[src/rtl/ncev_pkg.sv]
// ----------------------------------------------------------------------------
// ncev_pkg
// Shared types, codes and helpers for the NURBS curve evaluator.
// ----------------------------------------------------------------------------
package ncev_pkg;

    localparam int ADDR_W = 11;
    localparam int DIDX_W = 3;
    localparam int SATW   = 96;

    localparam logic [1:0] OP_WR_KNOT  = 2'd0;
    localparam logic [1:0] OP_WR_POINT = 2'd1;
    localparam logic [1:0] OP_EVAL     = 2'd2;
    localparam logic [1:0] OP_DERIV    = 2'd3;

    localparam logic [1:0] STAT_OK       = 2'd0;
    localparam logic [1:0] STAT_ZERO_DIV = 2'd1;
    localparam logic [1:0] STAT_SAT      = 2'd2;

    localparam logic CFG_DEGREE = 1'b0;
    localparam logic CFG_COUNT  = 1'b1;

    localparam logic [2:0] DEGREE_RST = 3'd3;
    localparam logic [6:0] COUNT_RST  = 7'd4;

    typedef struct packed {
        logic        [1:0]  operation;
        logic        [6:0]  entry_index;
        logic signed [31:0] knot_value;
        logic signed [31:0] coord_x;
        logic signed [31:0] coord_y;
        logic signed [31:0] coord_z;
        logic signed [31:0] coord_weight;
        logic signed [31:0] curve_param;
    } ncev_in_t;

    typedef struct packed {
        logic signed [31:0] result_x;
        logic signed [31:0] result_y;
        logic signed [31:0] result_z;
        logic signed [31:0] result_weight;
        logic        [6:0]  found_span;
        logic        [1:0]  status;
    } ncev_out_t;

    typedef enum logic [4:0] {
        DP_NOP, DP_LOAD, DP_WRITE, DP_NB_INIT, DP_SET_LEFT, DP_SET_RIGHT,
        DP_BDIV, DP_TSAVE, DP_NB_UPD, DP_SAVED, DP_NB_TOP, DP_KLO, DP_KD,
        DP_DDIV, DP_QSAVE, DP_ACC, DP_OUT
    } dp_op_t;

    typedef enum logic [2:0] {
        MS_RT, MS_LT, MS_NB_CP, MS_NB_Q, MS_DIFF
    } mul_sel_t;

    typedef struct packed {
        dp_op_t              op;
        logic                krd;
        logic [ADDR_W-1:0]   kaddr;
        logic                crd;
        logic [ADDR_W-1:0]   caddr;
        logic                mul_en;
        mul_sel_t            msel;
        logic [DIDX_W-1:0]   lidx;
        logic [DIDX_W-1:0]   ridx;
        logic [DIDX_W-1:0]   nidx;
        logic [1:0]          comp;
        logic [DIDX_W-1:0]   deg;
        logic [ADDR_W-1:0]   span;
    } dp_cmd_t;

    typedef struct packed {
        logic [1:0] op;
        logic       u_lt_knot;
        logic       u_le_knot;
        logic       den_zero;
        logic       kd_zero;
        logic       div_done;
    } dp_stat_t;

    typedef enum logic [4:0] {
        S_IDLE, S_DECODE, S_WRITE, S_SPAN_HI, S_SPAN_CHK, S_SRCH_RD, S_SRCH_CMP,
        S_NB_INIT, S_LR_RD, S_LEFT, S_RIGHT, S_BDIV, S_BDIV_WAIT, S_BTSAVE,
        S_BMUL_R, S_BNB, S_BSAVED, S_BTOP, S_PT_RD, S_PT_MUL, S_PT_ACC,
        S_DK_RD, S_DK_LO, S_DK_KD, S_DM_DIFF, S_DM_DIV, S_DM_WAIT, S_DM_QSAVE,
        S_DM_MUL, S_DM_ACC, S_FIN
    } ctrl_state_t;

    typedef struct packed {
        logic               ovf;
        logic signed [31:0] val;
    } sat_t;

    function automatic sat_t sat32(input logic signed [SATW-1:0] v);
        sat_t s;
        logic hi_ones;
        logic hi_zeros;
        hi_ones  = &v[SATW-1:31];
        hi_zeros = ~|v[SATW-1:31];
        s.ovf = !(hi_ones || hi_zeros);
        if (s.ovf) begin
            s.val = v[SATW-1] ? 32'sh8000_0000 : 32'sh7FFF_FFFF;
        end else begin
            s.val = v[31:0];
        end
        return s;
    endfunction

endpackage

[src/rtl/ncev_ctrl.sv]
// ----------------------------------------------------------------------------
// ncev_ctrl
// Sequencer: configuration registers, span search, basis recurrence,
// accumulation loops and result handshake.
// ----------------------------------------------------------------------------
module ncev_ctrl
    import ncev_pkg::*;
#(
    parameter int MAX_POINTS = 64,
    parameter int MAX_DEGREE = 7
) (
    input  logic       aclk,
    input  logic       aresetn,
    input  logic       s_valid,
    output logic       s_ready,
    output logic       m_valid,
    input  logic       m_ready,
    input  logic       cfg_valid,
    output logic       cfg_ready,
    input  logic [0:0] cfg_index,
    input  logic [6:0] cfg_data,
    output dp_cmd_t    cmd,
    input  dp_stat_t   stat
);

    ctrl_state_t       state_reg, state_next;
    logic [2:0]        degree_reg;
    logic [6:0]        count_reg;
    logic              m_valid_reg, m_valid_next;
    logic [ADDR_W-1:0] span_reg, span_next;
    logic [ADDR_W-1:0] lo_reg, lo_next;
    logic [ADDR_W-1:0] hi_reg, hi_next;
    logic [DIDX_W-1:0] j_reg, j_next;
    logic [DIDX_W-1:0] r_reg, r_next;
    logic [DIDX_W-1:0] i_reg, i_next;
    logic [DIDX_W-1:0] bd_reg, bd_next;
    logic [1:0]        comp_reg, comp_next;

    logic [ADDR_W-1:0] cnt;
    logic [DIDX_W-1:0] dg;
    logic [DIDX_W-1:0] dg_raw;
    logic [DIDX_W-1:0] bd;
    logic [ADDR_W-1:0] mid;
    logic [ADDR_W-1:0] base;
    logic              deriv;

    assign cfg_ready = 1'b1;
    assign s_ready   = (state_reg == S_IDLE);
    assign m_valid   = m_valid_reg;
    assign deriv     = (stat.op == OP_DERIV);

    always_comb begin
        if (count_reg < 7'd2) begin
            cnt = ADDR_W'(2);
        end else if (int'(count_reg) > MAX_POINTS) begin
            cnt = ADDR_W'(MAX_POINTS);
        end else begin
            cnt = ADDR_W'(count_reg);
        end
        if (degree_reg == 3'd0) begin
            dg_raw = DIDX_W'(1);
        end else if (int'(degree_reg) > MAX_DEGREE) begin
            dg_raw = DIDX_W'(MAX_DEGREE);
        end else begin
            dg_raw = DIDX_W'(degree_reg);
        end
        if (ADDR_W'(dg_raw) > cnt - ADDR_W'(1)) begin
            dg = DIDX_W'(cnt - ADDR_W'(1));
        end else begin
            dg = dg_raw;
        end
        bd   = deriv ? dg - DIDX_W'(1) : dg;
        mid  = ADDR_W'(({1'b0, lo_reg} + {1'b0, hi_reg}) >> 1);
        base = span_reg - ADDR_W'(dg) + ADDR_W'(i_reg);
    end

    always_ff @(posedge aclk) begin
        if (!aresetn) begin
            state_reg   <= S_IDLE;
            degree_reg  <= DEGREE_RST;
            count_reg   <= COUNT_RST;
            m_valid_reg <= 1'b0;
            span_reg    <= '0;
            lo_reg      <= '0;
            hi_reg      <= '0;
            j_reg       <= '0;
            r_reg       <= '0;
            i_reg       <= '0;
            bd_reg      <= '0;
            comp_reg    <= '0;
        end else begin
            state_reg   <= state_next;
            m_valid_reg <= m_valid_next;
            span_reg    <= span_next;
            lo_reg      <= lo_next;
            hi_reg      <= hi_next;
            j_reg       <= j_next;
            r_reg       <= r_next;
            i_reg       <= i_next;
            bd_reg      <= bd_next;
            comp_reg    <= comp_next;
            if (cfg_valid && cfg_ready) begin
                if (cfg_index == CFG_DEGREE) begin
                    degree_reg <= cfg_data[2:0];
                end else begin
                    count_reg <= cfg_data;
                end
            end
        end
    end

    always_comb begin
        state_next   = state_reg;
        m_valid_next = m_valid_reg && !m_ready;
        span_next    = span_reg;
        lo_next      = lo_reg;
        hi_next      = hi_reg;
        j_next       = j_reg;
        r_next       = r_reg;
        i_next       = i_reg;
        bd_next      = bd_reg;
        comp_next    = comp_reg;

        cmd        = '0;
        cmd.op     = DP_NOP;
        cmd.msel   = MS_RT;
        cmd.comp   = comp_reg;
        cmd.deg    = dg;
        cmd.span   = span_reg;
        cmd.lidx   = j_reg - r_reg;
        cmd.ridx   = r_reg + DIDX_W'(1);
        cmd.nidx   = r_reg;

        unique case (state_reg)
            S_IDLE: begin
                if (s_valid) begin
                    cmd.op     = DP_LOAD;
                    span_next  = '0;
                    state_next = S_DECODE;
                end
            end
            S_DECODE: begin
                if (stat.op == OP_WR_KNOT || stat.op == OP_WR_POINT) begin
                    state_next = S_WRITE;
                end else begin
                    cmd.krd    = 1'b1;
                    cmd.kaddr  = cnt;
                    state_next = S_SPAN_HI;
                end
            end
            S_WRITE: begin
                cmd.op     = DP_WRITE;
                state_next = S_FIN;
            end
            S_SPAN_HI: begin
                if (!stat.u_lt_knot) begin
                    span_next  = cnt - ADDR_W'(1);
                    state_next = S_NB_INIT;
                end else begin
                    cmd.krd    = 1'b1;
                    cmd.kaddr  = ADDR_W'(dg);
                    state_next = S_SPAN_CHK;
                end
            end
            S_SPAN_CHK: begin
                if (stat.u_le_knot) begin
                    span_next  = ADDR_W'(dg);
                    state_next = S_NB_INIT;
                end else begin
                    lo_next    = ADDR_W'(dg);
                    hi_next    = cnt;
                    state_next = S_SRCH_RD;
                end
            end
            S_SRCH_RD: begin
                if (hi_reg - lo_reg > ADDR_W'(1)) begin
                    cmd.krd    = 1'b1;
                    cmd.kaddr  = mid;
                    state_next = S_SRCH_CMP;
                end else begin
                    span_next  = lo_reg;
                    state_next = S_NB_INIT;
                end
            end
            S_SRCH_CMP: begin
                if (stat.u_lt_knot) begin
                    hi_next = mid;
                end else begin
                    lo_next = mid;
                end
                state_next = S_SRCH_RD;
            end
            S_NB_INIT: begin
                cmd.op  = DP_NB_INIT;
                bd_next = bd;
                j_next  = DIDX_W'(1);
                i_next  = '0;
                if (bd == '0) begin
                    state_next = S_DK_RD;
                end else begin
                    state_next = S_LR_RD;
                end
            end
            S_LR_RD: begin
                cmd.krd    = 1'b1;
                cmd.kaddr  = span_reg + ADDR_W'(1) - ADDR_W'(j_reg);
                state_next = S_LEFT;
            end
            S_LEFT: begin
                cmd.op     = DP_SET_LEFT;
                cmd.lidx   = j_reg;
                cmd.krd    = 1'b1;
                cmd.kaddr  = span_reg + ADDR_W'(j_reg);
                state_next = S_RIGHT;
            end
            S_RIGHT: begin
                cmd.op     = DP_SET_RIGHT;
                cmd.ridx   = j_reg;
                r_next     = '0;
                state_next = S_BDIV;
            end
            S_BDIV: begin
                cmd.op = DP_BDIV;
                if (stat.den_zero) begin
                    state_next = S_BMUL_R;
                end else begin
                    state_next = S_BDIV_WAIT;
                end
            end
            S_BDIV_WAIT: begin
                if (stat.div_done) begin
                    state_next = S_BTSAVE;
                end
            end
            S_BTSAVE: begin
                cmd.op     = DP_TSAVE;
                state_next = S_BMUL_R;
            end
            S_BMUL_R: begin
                cmd.mul_en = 1'b1;
                cmd.msel   = MS_RT;
                state_next = S_BNB;
            end
            S_BNB: begin
                cmd.op     = DP_NB_UPD;
                cmd.mul_en = 1'b1;
                cmd.msel   = MS_LT;
                state_next = S_BSAVED;
            end
            S_BSAVED: begin
                cmd.op = DP_SAVED;
                if (r_reg + DIDX_W'(1) < j_reg) begin
                    r_next     = r_reg + DIDX_W'(1);
                    state_next = S_BDIV;
                end else begin
                    state_next = S_BTOP;
                end
            end
            S_BTOP: begin
                cmd.op   = DP_NB_TOP;
                cmd.nidx = j_reg;
                if (j_reg < bd_reg) begin
                    j_next     = j_reg + DIDX_W'(1);
                    state_next = S_LR_RD;
                end else begin
                    i_next     = '0;
                    state_next = deriv ? S_DK_RD : S_PT_RD;
                end
            end
            S_PT_RD: begin
                cmd.crd    = 1'b1;
                cmd.caddr  = base;
                comp_next  = '0;
                state_next = S_PT_MUL;
            end
            S_PT_MUL: begin
                cmd.mul_en = 1'b1;
                cmd.msel   = MS_NB_CP;
                cmd.nidx   = i_reg;
                state_next = S_PT_ACC;
            end
            S_PT_ACC: begin
                cmd.op = DP_ACC;
                if (comp_reg != 2'd3) begin
                    comp_next  = comp_reg + 2'd1;
                    state_next = S_PT_MUL;
                end else if (i_reg < dg) begin
                    i_next     = i_reg + DIDX_W'(1);
                    state_next = S_PT_RD;
                end else begin
                    state_next = S_FIN;
                end
            end
            S_DK_RD: begin
                cmd.krd    = 1'b1;
                cmd.kaddr  = base + ADDR_W'(1);
                cmd.crd    = 1'b1;
                cmd.caddr  = base;
                state_next = S_DK_LO;
            end
            S_DK_LO: begin
                cmd.op     = DP_KLO;
                cmd.krd    = 1'b1;
                cmd.kaddr  = base + ADDR_W'(dg) + ADDR_W'(1);
                cmd.crd    = 1'b1;
                cmd.caddr  = base + ADDR_W'(1);
                comp_next  = '0;
                state_next = S_DK_KD;
            end
            S_DK_KD: begin
                cmd.op     = DP_KD;
                state_next = S_DM_DIFF;
            end
            S_DM_DIFF: begin
                cmd.mul_en = 1'b1;
                cmd.msel   = MS_DIFF;
                state_next = S_DM_DIV;
            end
            S_DM_DIV: begin
                cmd.op = DP_DDIV;
                if (stat.kd_zero) begin
                    state_next = S_DM_MUL;
                end else begin
                    state_next = S_DM_WAIT;
                end
            end
            S_DM_WAIT: begin
                if (stat.div_done) begin
                    state_next = S_DM_QSAVE;
                end
            end
            S_DM_QSAVE: begin
                cmd.op     = DP_QSAVE;
                state_next = S_DM_MUL;
            end
            S_DM_MUL: begin
                cmd.mul_en = 1'b1;
                cmd.msel   = MS_NB_Q;
                cmd.nidx   = i_reg;
                state_next = S_DM_ACC;
            end
            S_DM_ACC: begin
                cmd.op = DP_ACC;
                if (comp_reg != 2'd3) begin
                    comp_next  = comp_reg + 2'd1;
                    state_next = S_DM_DIFF;
                end else if (i_reg + DIDX_W'(1) < dg) begin
                    i_next     = i_reg + DIDX_W'(1);
                    state_next = S_DK_RD;
                end else begin
                    state_next = S_FIN;
                end
            end
            S_FIN: begin
                if (!m_valid_reg || m_ready) begin
                    cmd.op       = DP_OUT;
                    m_valid_next = 1'b1;
                    state_next   = S_IDLE;
                end
            end
            default: begin
                state_next = S_IDLE;
            end
        endcase
    end

    assert property (@(posedge aclk) disable iff (!aresetn)
        stat.div_done |-> (state_reg == S_BDIV_WAIT || state_reg == S_DM_WAIT))
        else $error("divider finished outside a wait state");

    assert property (@(posedge aclk) disable iff (!aresetn)
        (state_reg == S_NB_INIT) |-> (span_reg >= ADDR_W'(dg) && span_reg < cnt))
        else $error("span outside degree .. count-1");

    assert property (@(posedge aclk) disable iff (!aresetn)
        (state_reg == S_SRCH_RD) |-> (lo_reg < hi_reg))
        else $error("search bounds crossed");

    assert property (@(posedge aclk) disable iff (!aresetn)
        $rose(m_valid_reg) |-> $past(state_reg == S_FIN))
        else $error("result raised outside finish state");

endmodule

[config.mk]
export PLATFORM = sky130hd
export DESIGN_NAME = ncev_ctrl
export DESIGN_NICKNAME = d
export VERILOG_FILES = /design/src/rtl/ncev_pkg.sv /design/src/rtl/ncev_ctrl.sv
export SDC_FILE = /design/constraint.sdc
export NUM_CORES = 1
export LEC_CHECK = 0
export BUFFER_PORTS_ARGS = -buffer_cell sky130_fd_sc_hd__buf_4
export CAP_MARGIN = 20
export CELL_PAD_IN_SITES_DETAIL_PLACEMENT = 2
export CELL_PAD_IN_SITES_GLOBAL_PLACEMENT = 2
export CORE_ASPECT_RATIO = 1.4
export CORE_MARGIN = 3
export CORE_UTILIZATION = 35
export CTS_CLUSTER_SIZE = 12
export DETAILED_ROUTE_END_ITERATION = 7
export PLACE_DENSITY_LB_ADDON = 0.1
export SYNTH_ARGS = -nofsm -noshare
export SYNTH_HDL_FRONTEND = slang
export SYNTH_SLANG_ARGS = --single-unit
[constraint.sdc]
create_clock -name aclk -period 9.03 [get_ports aclk]
set_clock_uncertainty 0.1 [all_clocks]
set_input_delay 1.806 -clock aclk [delete_from_list [all_inputs] [get_ports aclk]]
set_output_delay 1.806 -clock aclk [all_outputs]
set_load 0.005 [all_outputs]
==> results.md, run 1 <==
- Status: completed
- Die width: ~130 µm
- Routed wire per std cell: around 24 µm
- Final hold slack: ~0.37 ns
- Number of global-route vias before repair: 8312
- Critical path endpoint category: output pin
- Tot GR Track Use: 27.44%
- Number of CTS-inserted buffers: 9
- # placed instances: 1287
- Synthesized Nets: 1085
- Final GP Congestion: 0.8847
- Largest net degree at the start of global routing: 45
- Max transition margin: 36.83%
- # setup viols final: 0
- Yosys cell types: 91
- GRT overflow: 0
- Largest cells by area after synthesis: dfxtp_1, ha_1, a21oi_1
- HP Class: register to register
- Clk slew on worst S/H paths: 0.06 ns
- Critical Path Fanout Max: 8
- Antenna violations before repair: 0
- Synth top area share: 17.21%
- Fin. max-slew vios: 0
- Vias per Instance: 5.953
- Hpwl dp: 24510 µm
- Crit path top cell by count: xnor2_1
- Synth Cell Area: ~7300 µm²
- Startpoint Class: register
- Synthesized-area fraction occupied by and/or/nand/nor cells: 21.79%
- Sw power: 986.3 µW
- Antenna viol nets, final: 0
- Clock power frac: roughly 20%
- Number of setup buffers added after CTS: 0
- Crit path max-delay family: adder cells
- WL final: 31030 µm
- Die Footprint: 22730 µm²
- Final hold violations: 0
- Fraction of synthesized cell area in xor and xnor cells: 7.770%
- Syn Inst Count: between 900 and 1000
- Ports: 81
- Routed vias: 7751
- Worst EP arrival: 6.60 ns
- Detailed Route Iter0 Violations: 390
- Max VDD drop: just over 0.09 mV
- CTS Hold Bufs: 0
- Net Sw Frac: approximately 48%
- Clk_lat worst skew: between 0.3 and 0.4 ns
- Top FF cell, synth: dfxtp_1
- Measured slew at the worst slew-check pin: between 0.9 and 1 ns
- Synth warn: 0
- Unrepaired setup endpoints after global routing: no
- Core ar.: 20560 µm²
- Top-count cell post-synth: nor2_1
- Post-synth top area cell: dfxtp_1
- Largest stage delay, worst path: 0.55 ns
- CTS tree: yes
- Non-Filler Instances: 1302
- Max-Cap Viols: 0
- Synth Area in Compound Gates: between 20% and 30%
- Post-cts sizing count: 0
- Share of layout cells above drive strength 1: 14.72%
- Critical-path cell list: nor4_2, nand2b_1, nand3_1, ha_1, xnor2_1, inv_1, ha_1, o21ai_0, a21oi_1, nand3_4, mux2i_1, inv_1, fa_1, fa_1, nand2b_1, a21oi_1, nor3_2, xnor2_1, nor3_2, xnor2_1, o22ai_1, a211o_1, buf_4
- Leakage power: 3.656 nW
- Max Fclk: 117.5 MHz
- Reg-to-reg setup timing slack: 3.57 ns
- Root Buffer: clkbuf_16
- Largest family of logic cells by synthesized area: compound AO/OA/AOI/OAI gates
- N_diodes: 0
- Starting Density: a little over a third
- Total Power: 2.053 mW
- Multiplexer share of the synthesized area: 2.322%
- H-tree depth: 3
- Post-synth EDFFs: 0
- Final TNS setup: 0 ns
- First-pass GRT wire length: 48240 µm
- Synth-to-layout area growth: 15.71%
- Synth cell count leaders: nor2_1, a21oi_1, nand2_1
- Comb power frac: 63.8%
- Post-layout min period: around 8.5 ns
- Nets@finish: 1141
- Worst path required time: just over 7 ns
- CP max stage cell: xnor2_1
- Fraction of registers with async set/reset: 0%
- Sink Count: 63
- Post-synthesis sequential area ratio: between 15 and 20%
- Sequential power share: about 16%
- Synth Area in Adders: 14.41%
- Core Rows: 62
- CTS max path bufs: 2
- Die Y: between 150 and 200 µm
- Critical path buffer and inverter count: 3
- Residual DRC: 0
- Power per cell area: 242.2 nW/µm²
- Syn avg cell area: around 7.4 µm²
- Final worst-path cycle share: 94.25%
- Setup Crit Path Kind: register to output pin
- Final design utilization: 41.24%
- Pint: 1.067 mW
- Pre-antenna DRT Iters: 5
- Synth Register Bits: 63
- IO Port Bufs: 79
[routing by layer]
layer	part of all wire, %	global-route usage, %	up-vias
li1	-	-	3650
met3	3.8	3.835	66
met4	4.8	12.61	0
met2	52	49.67	186
met1	40	31.42	3849
met5	0	0	-
[through the flow]
stage                     worst slack [ns]  instance area [µm²]
final                               0.5195                 8478
after global routing               0.01951                 8478
after CTS                           0.4821                 8463
after detailed placement            0.9146                 8117
after global placement               1.146                 8109
after floorplan                      1.527                 7327
[logic make-up (layout without fill, tap and decap cells)]
| group | count (synthesis) | after routing |
|---|---|---|
| compound gates | 315 | 315 |
| xor+xnor | 65 | 65 |
| fa+ha+maj | 79 | 79 |
| buf+inv | 121 | 181 |
| flops | 63 | 63 |
| mux | 15 | 15 |
| other cells | 1 | 1 |
| simple gates | 327 | 327 |
[worst register-to-register path: stages (launching register included)]
cell      delay (ns)
dfxtp_1         0.52
nor4_2          0.11
nand2b_1        0.08
nand3_1         0.25
ha_1            0.38
xnor2_1         0.40
inv_1           0.12
ha_1            0.34
o21ai_0         0.11
a21oi_1         0.25
nand3_4         0.18
mux2i_1         0.24
buf_4           0.20
ha_1            0.24
a21o_1          0.18
a21oi_1         0.42
a32oi_1         0.19
a311o_1         0.41
or4_1           0.50
a21oi_1         0.16
[layout make-up]
cell class              count  area [µm²]
clock buffers              12       256.5
clock inverters             3       90.09
fillers                  2400       12080
inverters                  73       274.0
multi-input cells         802        5578
flip-flops and latches     63        1261
well taps                 256       320.3
repair buffers             93       698.2
[worst paths after layout]
| check | startpoint | to | depth (start not counted) |
|---|---|---|---|
| max | count_reg[4]$_SDFFE_PN0P_ | cmd[48] | 23 |
| min | bd_reg[1]$_SDFFE_PN0P_ | bd_reg[1]$_SDFFE_PN0P_ | 2 |
| max reg2reg | count_reg[4]$_SDFFE_PN0P_ | i_reg[2]$_SDFFE_PN0P_ | 19 |
| min reg2reg | bd_reg[1]$_SDFFE_PN0P_ | bd_reg[1]$_SDFFE_PN0P_ | 2 |
[power by group through the flow]
| stage | logic (mW) | clock network [mW] | registers, mW |
|---|---|---|---|
| final | 1.31 | 0.415 | 0.327 |
| after global routing | 1.44 | 0.438 | 0.329 |
| after CTS | 1.31 | 0.424 | 0.328 |
| after detailed placement | 1.30 | 0 | 0.334 |
| after global placement | 1.27 | 0 | 0.332 |
| after floorplan | 0.905 | 0 | 0.326 |
[placed cells by master (no fill, tap or decap), types with 7 or more instances in the layout]
| master | instances |
|---|---|
| xor2_1 | 13 |
| nor2b_1 | 10 |
| nand3_1 | 31 |
| nand2b_1 | 20 |
| ha_1 | 70 |
| nand2_1 | 85 |
| o21bai_1 | 8 |
| nor2_1 | 100 |
| buf_4 | 93 |
| a32oi_1 | 7 |
| a21o_1 | 17 |
| inv_1 | 69 |
| nor3_1 | 26 |
| and3_1 | 7 |
| and2_1 | 8 |
| mux2i_1 | 10 |
| fa_1 | 9 |
| o31ai_1 | 7 |
| a22oi_1 | 7 |
| clkbuf_16 | 9 |
| xnor2_1 | 50 |
| o21ai_1 | 7 |
| dfxtp_1 | 63 |
| o22ai_1 | 20 |
| or3_1 | 10 |
| o21ai_0 | 50 |
| a22o_1 | 11 |
| a211oi_1 | 16 |
| a21oi_1 | 90 |
Power figures use the tool's default switching activity.
==> run 2: changes to the inputs <==
--- a/config.mk
+++ b/config.mk
@@ -15,6 +15,7 @@
 export CTS_CLUSTER_SIZE = 12
 export DETAILED_ROUTE_END_ITERATION = 7
 export PLACE_DENSITY_LB_ADDON = 0.1
+export RECOVER_POWER = 100
 export SYNTH_ARGS = -nofsm -noshare
 export SYNTH_HDL_FRONTEND = slang
 export SYNTH_SLANG_ARGS = --single-unit
==> run 2 against run 1 <==
Against the previous run: the flow now finishes with violations (capacitance limit, slew limit); count of clock-buffer cells in the layout is the same; sequential share of layout area grew 0.17 points; sequential power is essentially flat; cell count is the same; register-to-register slack lost 0.03 ns; clock power is essentially flat; flip-flop and latch count is the same; critical path type unchanged; critical endpoint unchanged.
==> results.md, run 2 (synthesis gave the netlist of run 1 again) <==
- Status: complete, but fails checks
- Failing checks: capacitance limit, slew limit
- CP Depth: 23 (unchanged)
- Worst Setup SP: count_reg[4]$_SDFFE_PN0P_
- CTS tree: yes
- Commonest non-fill, non-tap cells in the layout: nor2_1, a21oi_1, nand2_1, inv_1, ha_1
- Post-layout min period: 8.411 ns (-0.09985 ns)
- Largest net degree at the start of global routing: 45 (unchanged)
- Max Fclk: 118.9 MHz (+1.2%)
- Sink Count: 63 (unchanged)
- GRT overflow: 0 (unchanged)
- Die Footprint: 22730 µm² (unchanged)
- Nets@finish: 1141 (unchanged)
- N_diodes: 0 (unchanged)
- Number of CTS-inserted buffers: 9 (unchanged)
- Startpoint Class: register
- Critical path endpoint category: output pin
- Final worst-path cycle share: 93.14% (-1.1 points)
- Root Buffer: clkbuf_16
- Synth-to-layout area growth: 14.41%
- Commonest non-fill, non-tap cell in the layout: nor2_1
- Routed wire per std cell: 23.86 µm (+0.15%)
- Die Y: 177.2 µm (unchanged)
- CP max stage cell: fa_1
- Measured slew at the worst slew-check pin: 1.615 ns (+0.6706 ns)
- IO Port Bufs: 79 (unchanged)
- Unrepaired setup endpoints after global routing: no
- H-tree depth: 3 (unchanged)
- Share of layout cells above drive strength 1: 12.52% (-2.2 points)
- Pre-antenna DRT Iters: 7 (+2)
- Tot GR Track Use: 27.44% (unchanged)
- Ports: 81 (unchanged)
- Leakage power: 3.584 nW (-2.0%)
- FF-to-FF path depth: 19 (unchanged)
- CTS max path bufs: 2 (unchanged)
- Clk_lat worst skew: 0.33 ns (about the same)
- Hold path depth: 2 (unchanged)
- First-pass GRT wire length: 48240 µm (unchanged)
- Critical-path cell list: nor4_2, nand2b_1, nand3_1, ha_1, xnor2_1, inv_1, ha_1, o21ai_0, a21oi_1, nand3_4, mux2i_1, inv_1, fa_1, fa_1, nand2b_1, a21oi_1, xor2_1, nand3_2, nor3_1, xnor2_1, o22ai_1, a211o_1, clkbuf_4
- Die width: 128.3 µm (unchanged)
- Max-Cap Viols: 1 (+1)
- Clk slew on worst S/H paths: 0.06 ns (about the same)
- Final hold violations: 0 (unchanged)
- Fin. max-slew vios: 45 (+45)
- Worst r2r src: count_reg[4]$_SDFFE_PN0P_
- Residual DRC: 0 (unchanged)
- Core ar.: 20560 µm² (unchanged)
- Vias per Instance: 5.999 (+0.77%)
- Hpwl dp: 24510 µm (unchanged)
- Power per cell area: 242.2 nW/µm² (about the same)
- HP Class: register to register
- Core Rows: 62 (unchanged)
- Largest stage delay, worst path: 0.54 ns (about the same)
- Hold wc startpoint: bd_reg[1]$_SDFFE_PN0P_
- Setup Crit Path Kind: register to output pin
- Crit path max-delay family: adder cells
- Max transition margin: -7.818% (-45 points)
- Max VDD drop: 0.09157 mV (-0.22%)
- Antenna violations before repair: 0 (unchanged)
- Final TNS setup: 0 ns (unchanged)
- WL final: 31070 µm (+0.15%)
- Antenna viol nets, final: 0 (unchanged)
- Number of global-route vias before repair: 8312 (unchanged)
- # setup viols final: 0 (unchanged)
- Starting Density: 35.64% (unchanged)
- CTS Hold Bufs: 0 (unchanged)
- Routed vias: 7811 (+0.77%)
- Detailed Route Iter0 Violations: 429 (+10%)
- Critical Path Fanout Max: 8 (unchanged)
- Final GP Congestion: 0.8847 (unchanged)
- Number of setup buffers added after CTS: 0 (unchanged)
- Total Power: 2.031 mW (-1.1%)
- Critical path buffer and inverter count: 3 (unchanged)
- Worst EP arrival: 6.50 ns (-0.10 ns)
- Worst path required time: 7.12 ns (about the same)
==> run 2: cell count changes in the layout (fill, tap and decap cells not counted), moves of 2 or more <==
cell / before / now
mux2i_1: 10 / 12
clkbuf_4: 0 / 40
nor3_1: 26 / 28
buf_4: 93 / 39
o21ai_0: 50 / 52
nor3_2: 3 / 1
clkbuf_1: 1 / 15
o21ai_1: 7 / 5
==> run 2: tightest hold or removal path, delay by kind of cell, from the launching register on <==
family,cells,cell delay [ns]
buf+inv,1,0.07
compound gates,1,0.06
flops,1,0.30
==> run 2: final cells by class <==
| cell class | count | area (µm²) |
|---|---|---|
| tap | 256 | 320.3 |
| fill | 2429 | 12170 |
| multi-input combinational | 802 | 5535 |
| sequential | 63 | 1261 |
| inverter | 73 | 274.0 |
| timing repair buffer | 93 | 645.6 |
| clock inverter | 3 | 90.09 |
| clock buffer | 12 | 256.5 |
==> run 2: timing repair <==
action / 4_1_cts / 5_1_grt
endpoints found under the hold margin: 0 / 0
setup endpoints to repair: 0 / 1
resized for setup: 0 / 2
==> run 2: final timing paths <==
path                            end  slack (ns)
max                         cmd[48]        0.62
min          bd_reg[1]$_SDFFE_PN0P_        0.38
max reg2reg   i_reg[2]$_SDFFE_PN0P_        3.54
min reg2reg  bd_reg[1]$_SDFFE_PN0P_        0.38
==> run 2: metal layers <==
layer | wire (µm) | global-route usage [%] | vias up
li1 | - | - | 3653
met1 | 12330 | 31.42 | 3890
met2 | 16160 | 49.67 | 204
met3 | 1147 | 3.835 | 64
met4 | 1437 | 12.61 | 0
met5 | 0 | 0 | -
==> run 2: power by group <==
part           internal [mW]  leakage (nW)  switching (mW)
sequential             0.301         0.510          0.0259
combinational          0.466          2.91           0.821
clock                  0.283         0.169           0.133
==> run 2: metrics by stage <==
stage | instance area (µm²) | utilization (%) | worst slack [ns] | cells | hold WS, ns
2_1_floorplan | 7327 | - | 1.527 | 986 | 0.3367
3_5_place_dp | 8117 | 39.48 | 0.9146 | 1287 | 0.3724
4_1_cts | 8463 | 41.17 | 0.4821 | 1302 | 0.3817
3_3_place_gp | 8109 | 39.45 | 1.146 | 1286 | 0.3620
5_1_grt | 8383 | 40.78 | 0.02177 | 1302 | 0.4140
6_report | 8383 | 40.78 | 0.6193 | 1302 | 0.3755
==> run 3: changes to the inputs <==
==> constraint.sdc (replaced) <==
create_clock -name aclk -period 8.1 [get_ports aclk]
set_clock_uncertainty 0.1 [all_clocks]
set_input_delay 1.62 -clock aclk [delete_from_list [all_inputs] [get_ports aclk]]
set_output_delay 1.62 -clock aclk [all_outputs]
set_load 0.005 [all_outputs]
==> run 3 against run 2 <==
Against the previous run: the flow still finishes with violations (capacitance limit, slew limit); sequential share of layout area shrank 0.22 points; count of clock-buffer cells in the layout shrank 3; setup slack lost 0.24 ns; die area is the same; first-iteration DRC count shrank 17%; via count grew 0.29%; wire length grew 0.31%; sequential power grew 12%; non-clock buffer count grew 7; core utilization grew 0.60 points; global-route usage shrank 0.30 points; critical path type unchanged; largest power group unchanged.
==> results.md, run 3 (synthesis gave the netlist of run 1 again) <==
- Hold wc startpoint: bd_reg[1]$_SDFFE_PN0P_
- Critical path endpoint category: output pin
- Root Buffer: clkbuf_16
- Number of CTS-inserted buffers: 9 (unchanged)
- Pre-antenna DRT Iters: 5 (-2)
- Status: complete, but fails checks
- Detailed Route Iter0 Violations: 357 (-17%)
- Final worst-path cycle share: 95.26%
- Largest stage delay, worst path: 0.59 ns (+0.05 ns)
- WL final: 31170 µm (+0.31%)
- Crit path max-delay family: simple AND/OR/NAND/NOR gates
- # setup viols final: 0 (unchanged)
- Critical path buffer and inverter count: 4 (+1)
- Nets@finish: 1148 (+0.61%)
- Hold endpoint: bd_reg[1]$_SDFFE_PN0P_
- GRT overflow: 0 (unchanged)
- CP max stage cell: fa_1
- Commonest non-fill, non-tap cell in the layout: nor2_1
- CTS max path bufs: 2 (unchanged)
- Design area: 8507 µm² (+1.5%)
- Reg2reg end: i_reg[2]$_SDFFE_PN0P_
- Ports: 81 (unchanged)
- Worst path required time: 6.38 ns (-0.74 ns)
- H-tree depth: 3 (unchanged)
- Final WS setup: 0.3842 ns (-0.2351 ns)
- # placed instances: 1293 (+0.47%)
- Die Footprint: 22730 µm² (unchanged)
- Total Power: 2.290 mW (+13%)
- Routed wire per std cell: 23.79 µm (-0.30%)
- Non-Filler Instances: 1310 (+0.61%)
- Commonest non-fill, non-tap cells in the layout: nor2_1, a21oi_1, nand2_1, inv_1, ha_1
- Residual DRC: 0 (unchanged)
- Hold path depth: 2 (unchanged)
- Starting Density: 35.64% (unchanged)
- Number of setup buffers added after CTS: 0 (unchanged)
- Max VDD drop: 0.1165 mV (+27%)
- Startpoint Class: register
- Final GP Congestion: 0.9193 (+3.9%)
- Routed vias: 7834 (+0.29%)
- Setup Crit Path Kind: register to output pin
- Worst r2r src: count_reg[5]$_SDFFE_PN0P_
- Core ar.: 20560 µm² (unchanged)
- Pre-CTS WS: 0.2094 ns (-0.7051 ns)
- Placed inst area: 8165 µm² (+0.60%)
- CTS Hold Bufs: 0 (unchanged)
- Reg-to-reg setup timing slack: 2.83 ns (-0.71 ns)
- Measured slew at the worst slew-check pin: 1.604 ns (-0.01124 ns)
- Hpwl dp: 24600 µm (+0.35%)
- N_diodes: 0 (unchanged)
- Crit path top cell by count: inv_1
- CP Depth: 24 (+4.3%)
- Vias per Instance: 5.980 (-0.32%)
- Max Fclk: 129.6 MHz
- Max transition margin: -7.068% (+0.75 points)
- HP Class: register to register
- FF-to-FF path depth: 19 (unchanged)
- Final hold violations: 0 (unchanged)
- Final TNS setup: 0 ns (unchanged)
- Die Y: 177.2 µm (unchanged)
- IO Port Bufs: 79 (unchanged)
- Max-Cap Viols: 2 (+1)
- First-pass GRT wire length: 48140 µm (-0.20%)
- Failing checks: capacitance limit, slew limit
- Leakage power: 3.624 nW (+1.1%)
- Clk slew on worst S/H paths: 0.06 ns (about the same)
- Power per cell area: 269.2 nW/µm² (+11%)
- Synth-to-layout area growth: 16.10%
- Share of layout cells above drive strength 1: 13.85% (+1.3 points)
- CTS tree: yes
- Clk_lat worst skew: 0.35 ns (+0.02 ns)
- Post-layout min period: around 7.7 ns
- Worst EP arrival: 6.00 ns (-0.50 ns)
- Fin. max-slew vios: 73 (+62%)
- Number of global-route vias before repair: 8263 (-0.59%)
- Tot GR Track Use: 27.15% (-0.30 points)
- Critical Path Fanout Max: 7 (-1)
- Sink Count: 63 (unchanged)
- Antenna violations before repair: 0 (unchanged)
- Critical-path cell list: nor4_4, nand2b_1, nand3_1, ha_4, xnor2_4, inv_1, ha_1, o21ai_0, a21oi_2, nand3_4, mux2i_2, inv_1, fa_1, inv_1, ha_1, a21o_2, a2111oi_4, xnor2_2, nand2_2, nor3_4, xor2_1, o22ai_1, or3_1, clkbuf_4
- Core Rows: 62 (unchanged)
- Die width: 128.3 µm (unchanged)
- Largest net degree at the start of global routing: 45 (unchanged)
- Unrepaired setup endpoints after global routing: no
- Antenna viol nets, final: 0 (unchanged)
## run 3: what timing repair did
action | CTS | global route
setup endpoints to repair | 7 | 14
pin swaps | 0 | 2
resized for setup | 5 | 11
## run 3: cell type report
| class | count | area (µm²) |
|---|---|---|
| fillers | 2436 | 12050 |
| multi-input cells | 802 | 5612 |
| flip-flops and latches | 63 | 1261 |
| repair buffers | 100 | 694.4 |
| well taps | 256 | 320.3 |
| inverters | 73 | 274.0 |
| clock buffers | 9 | 225.2 |
| clock inverters | 7 | 120.1 |
## run 3: worst min-delay path: cells and delay by family (launching register included)
family / cells / cell delay [ns]
AO/OA/AOI/OAI: 1 / 0.06
flip-flops: 1 / 0.30
buffers and inverters: 1 / 0.07
## run 3: per-layer routing
metal	vias to the layer above	track usage, %	wire length, µm
li1	3668	-	-
met1	3911	30.81	12310
met2	187	50.26	16340
met3	68	2.838	1047
met4	0	12.26	1474
met5	-	0	0
## run 3: per-stage QoR
step | util [%] | hold slack [ns]
2_1_floorplan | - | 0.3367
3_3_place_gp | 39.67 | 0.3556
3_5_place_dp | 39.72 | 0.3641
4_1_cts | 41.59 | 0.3882
5_1_grt | 41.38 | 0.4179
6_report | 41.38 | 0.3855
## run 3: worst max path at each step
stage	startpoint	end	slack (ns)
floorplan	count_reg[4]$_SDFFE_PN0P_	cmd[47]	0.78
global placement	count_reg[2]$_SDFFE_PN1P_	cmd[47]	0.47
detailed placement	count_reg[2]$_SDFFE_PN1P_	cmd[47]	0.21
CTS	count_reg[2]$_SDFFE_PN1P_	cmd[47]	0.06
global route	count_reg[5]$_SDFFE_PN0P_	cmd[47]	0.03
finish	count_reg[5]$_SDFFE_PN0P_	cmd[47]	0.38
## run 3: report_power, final
| group | total (mW) | internal, mW | switching (mW) | leakage, nW |
|---|---|---|---|---|
| registers | 0.367 | 0.335 | 0.0317 | 0.510 |
| logic | 1.45 | 0.535 | 0.916 | 2.95 |
| clock network | 0.471 | 0.302 | 0.169 | 0.166 |
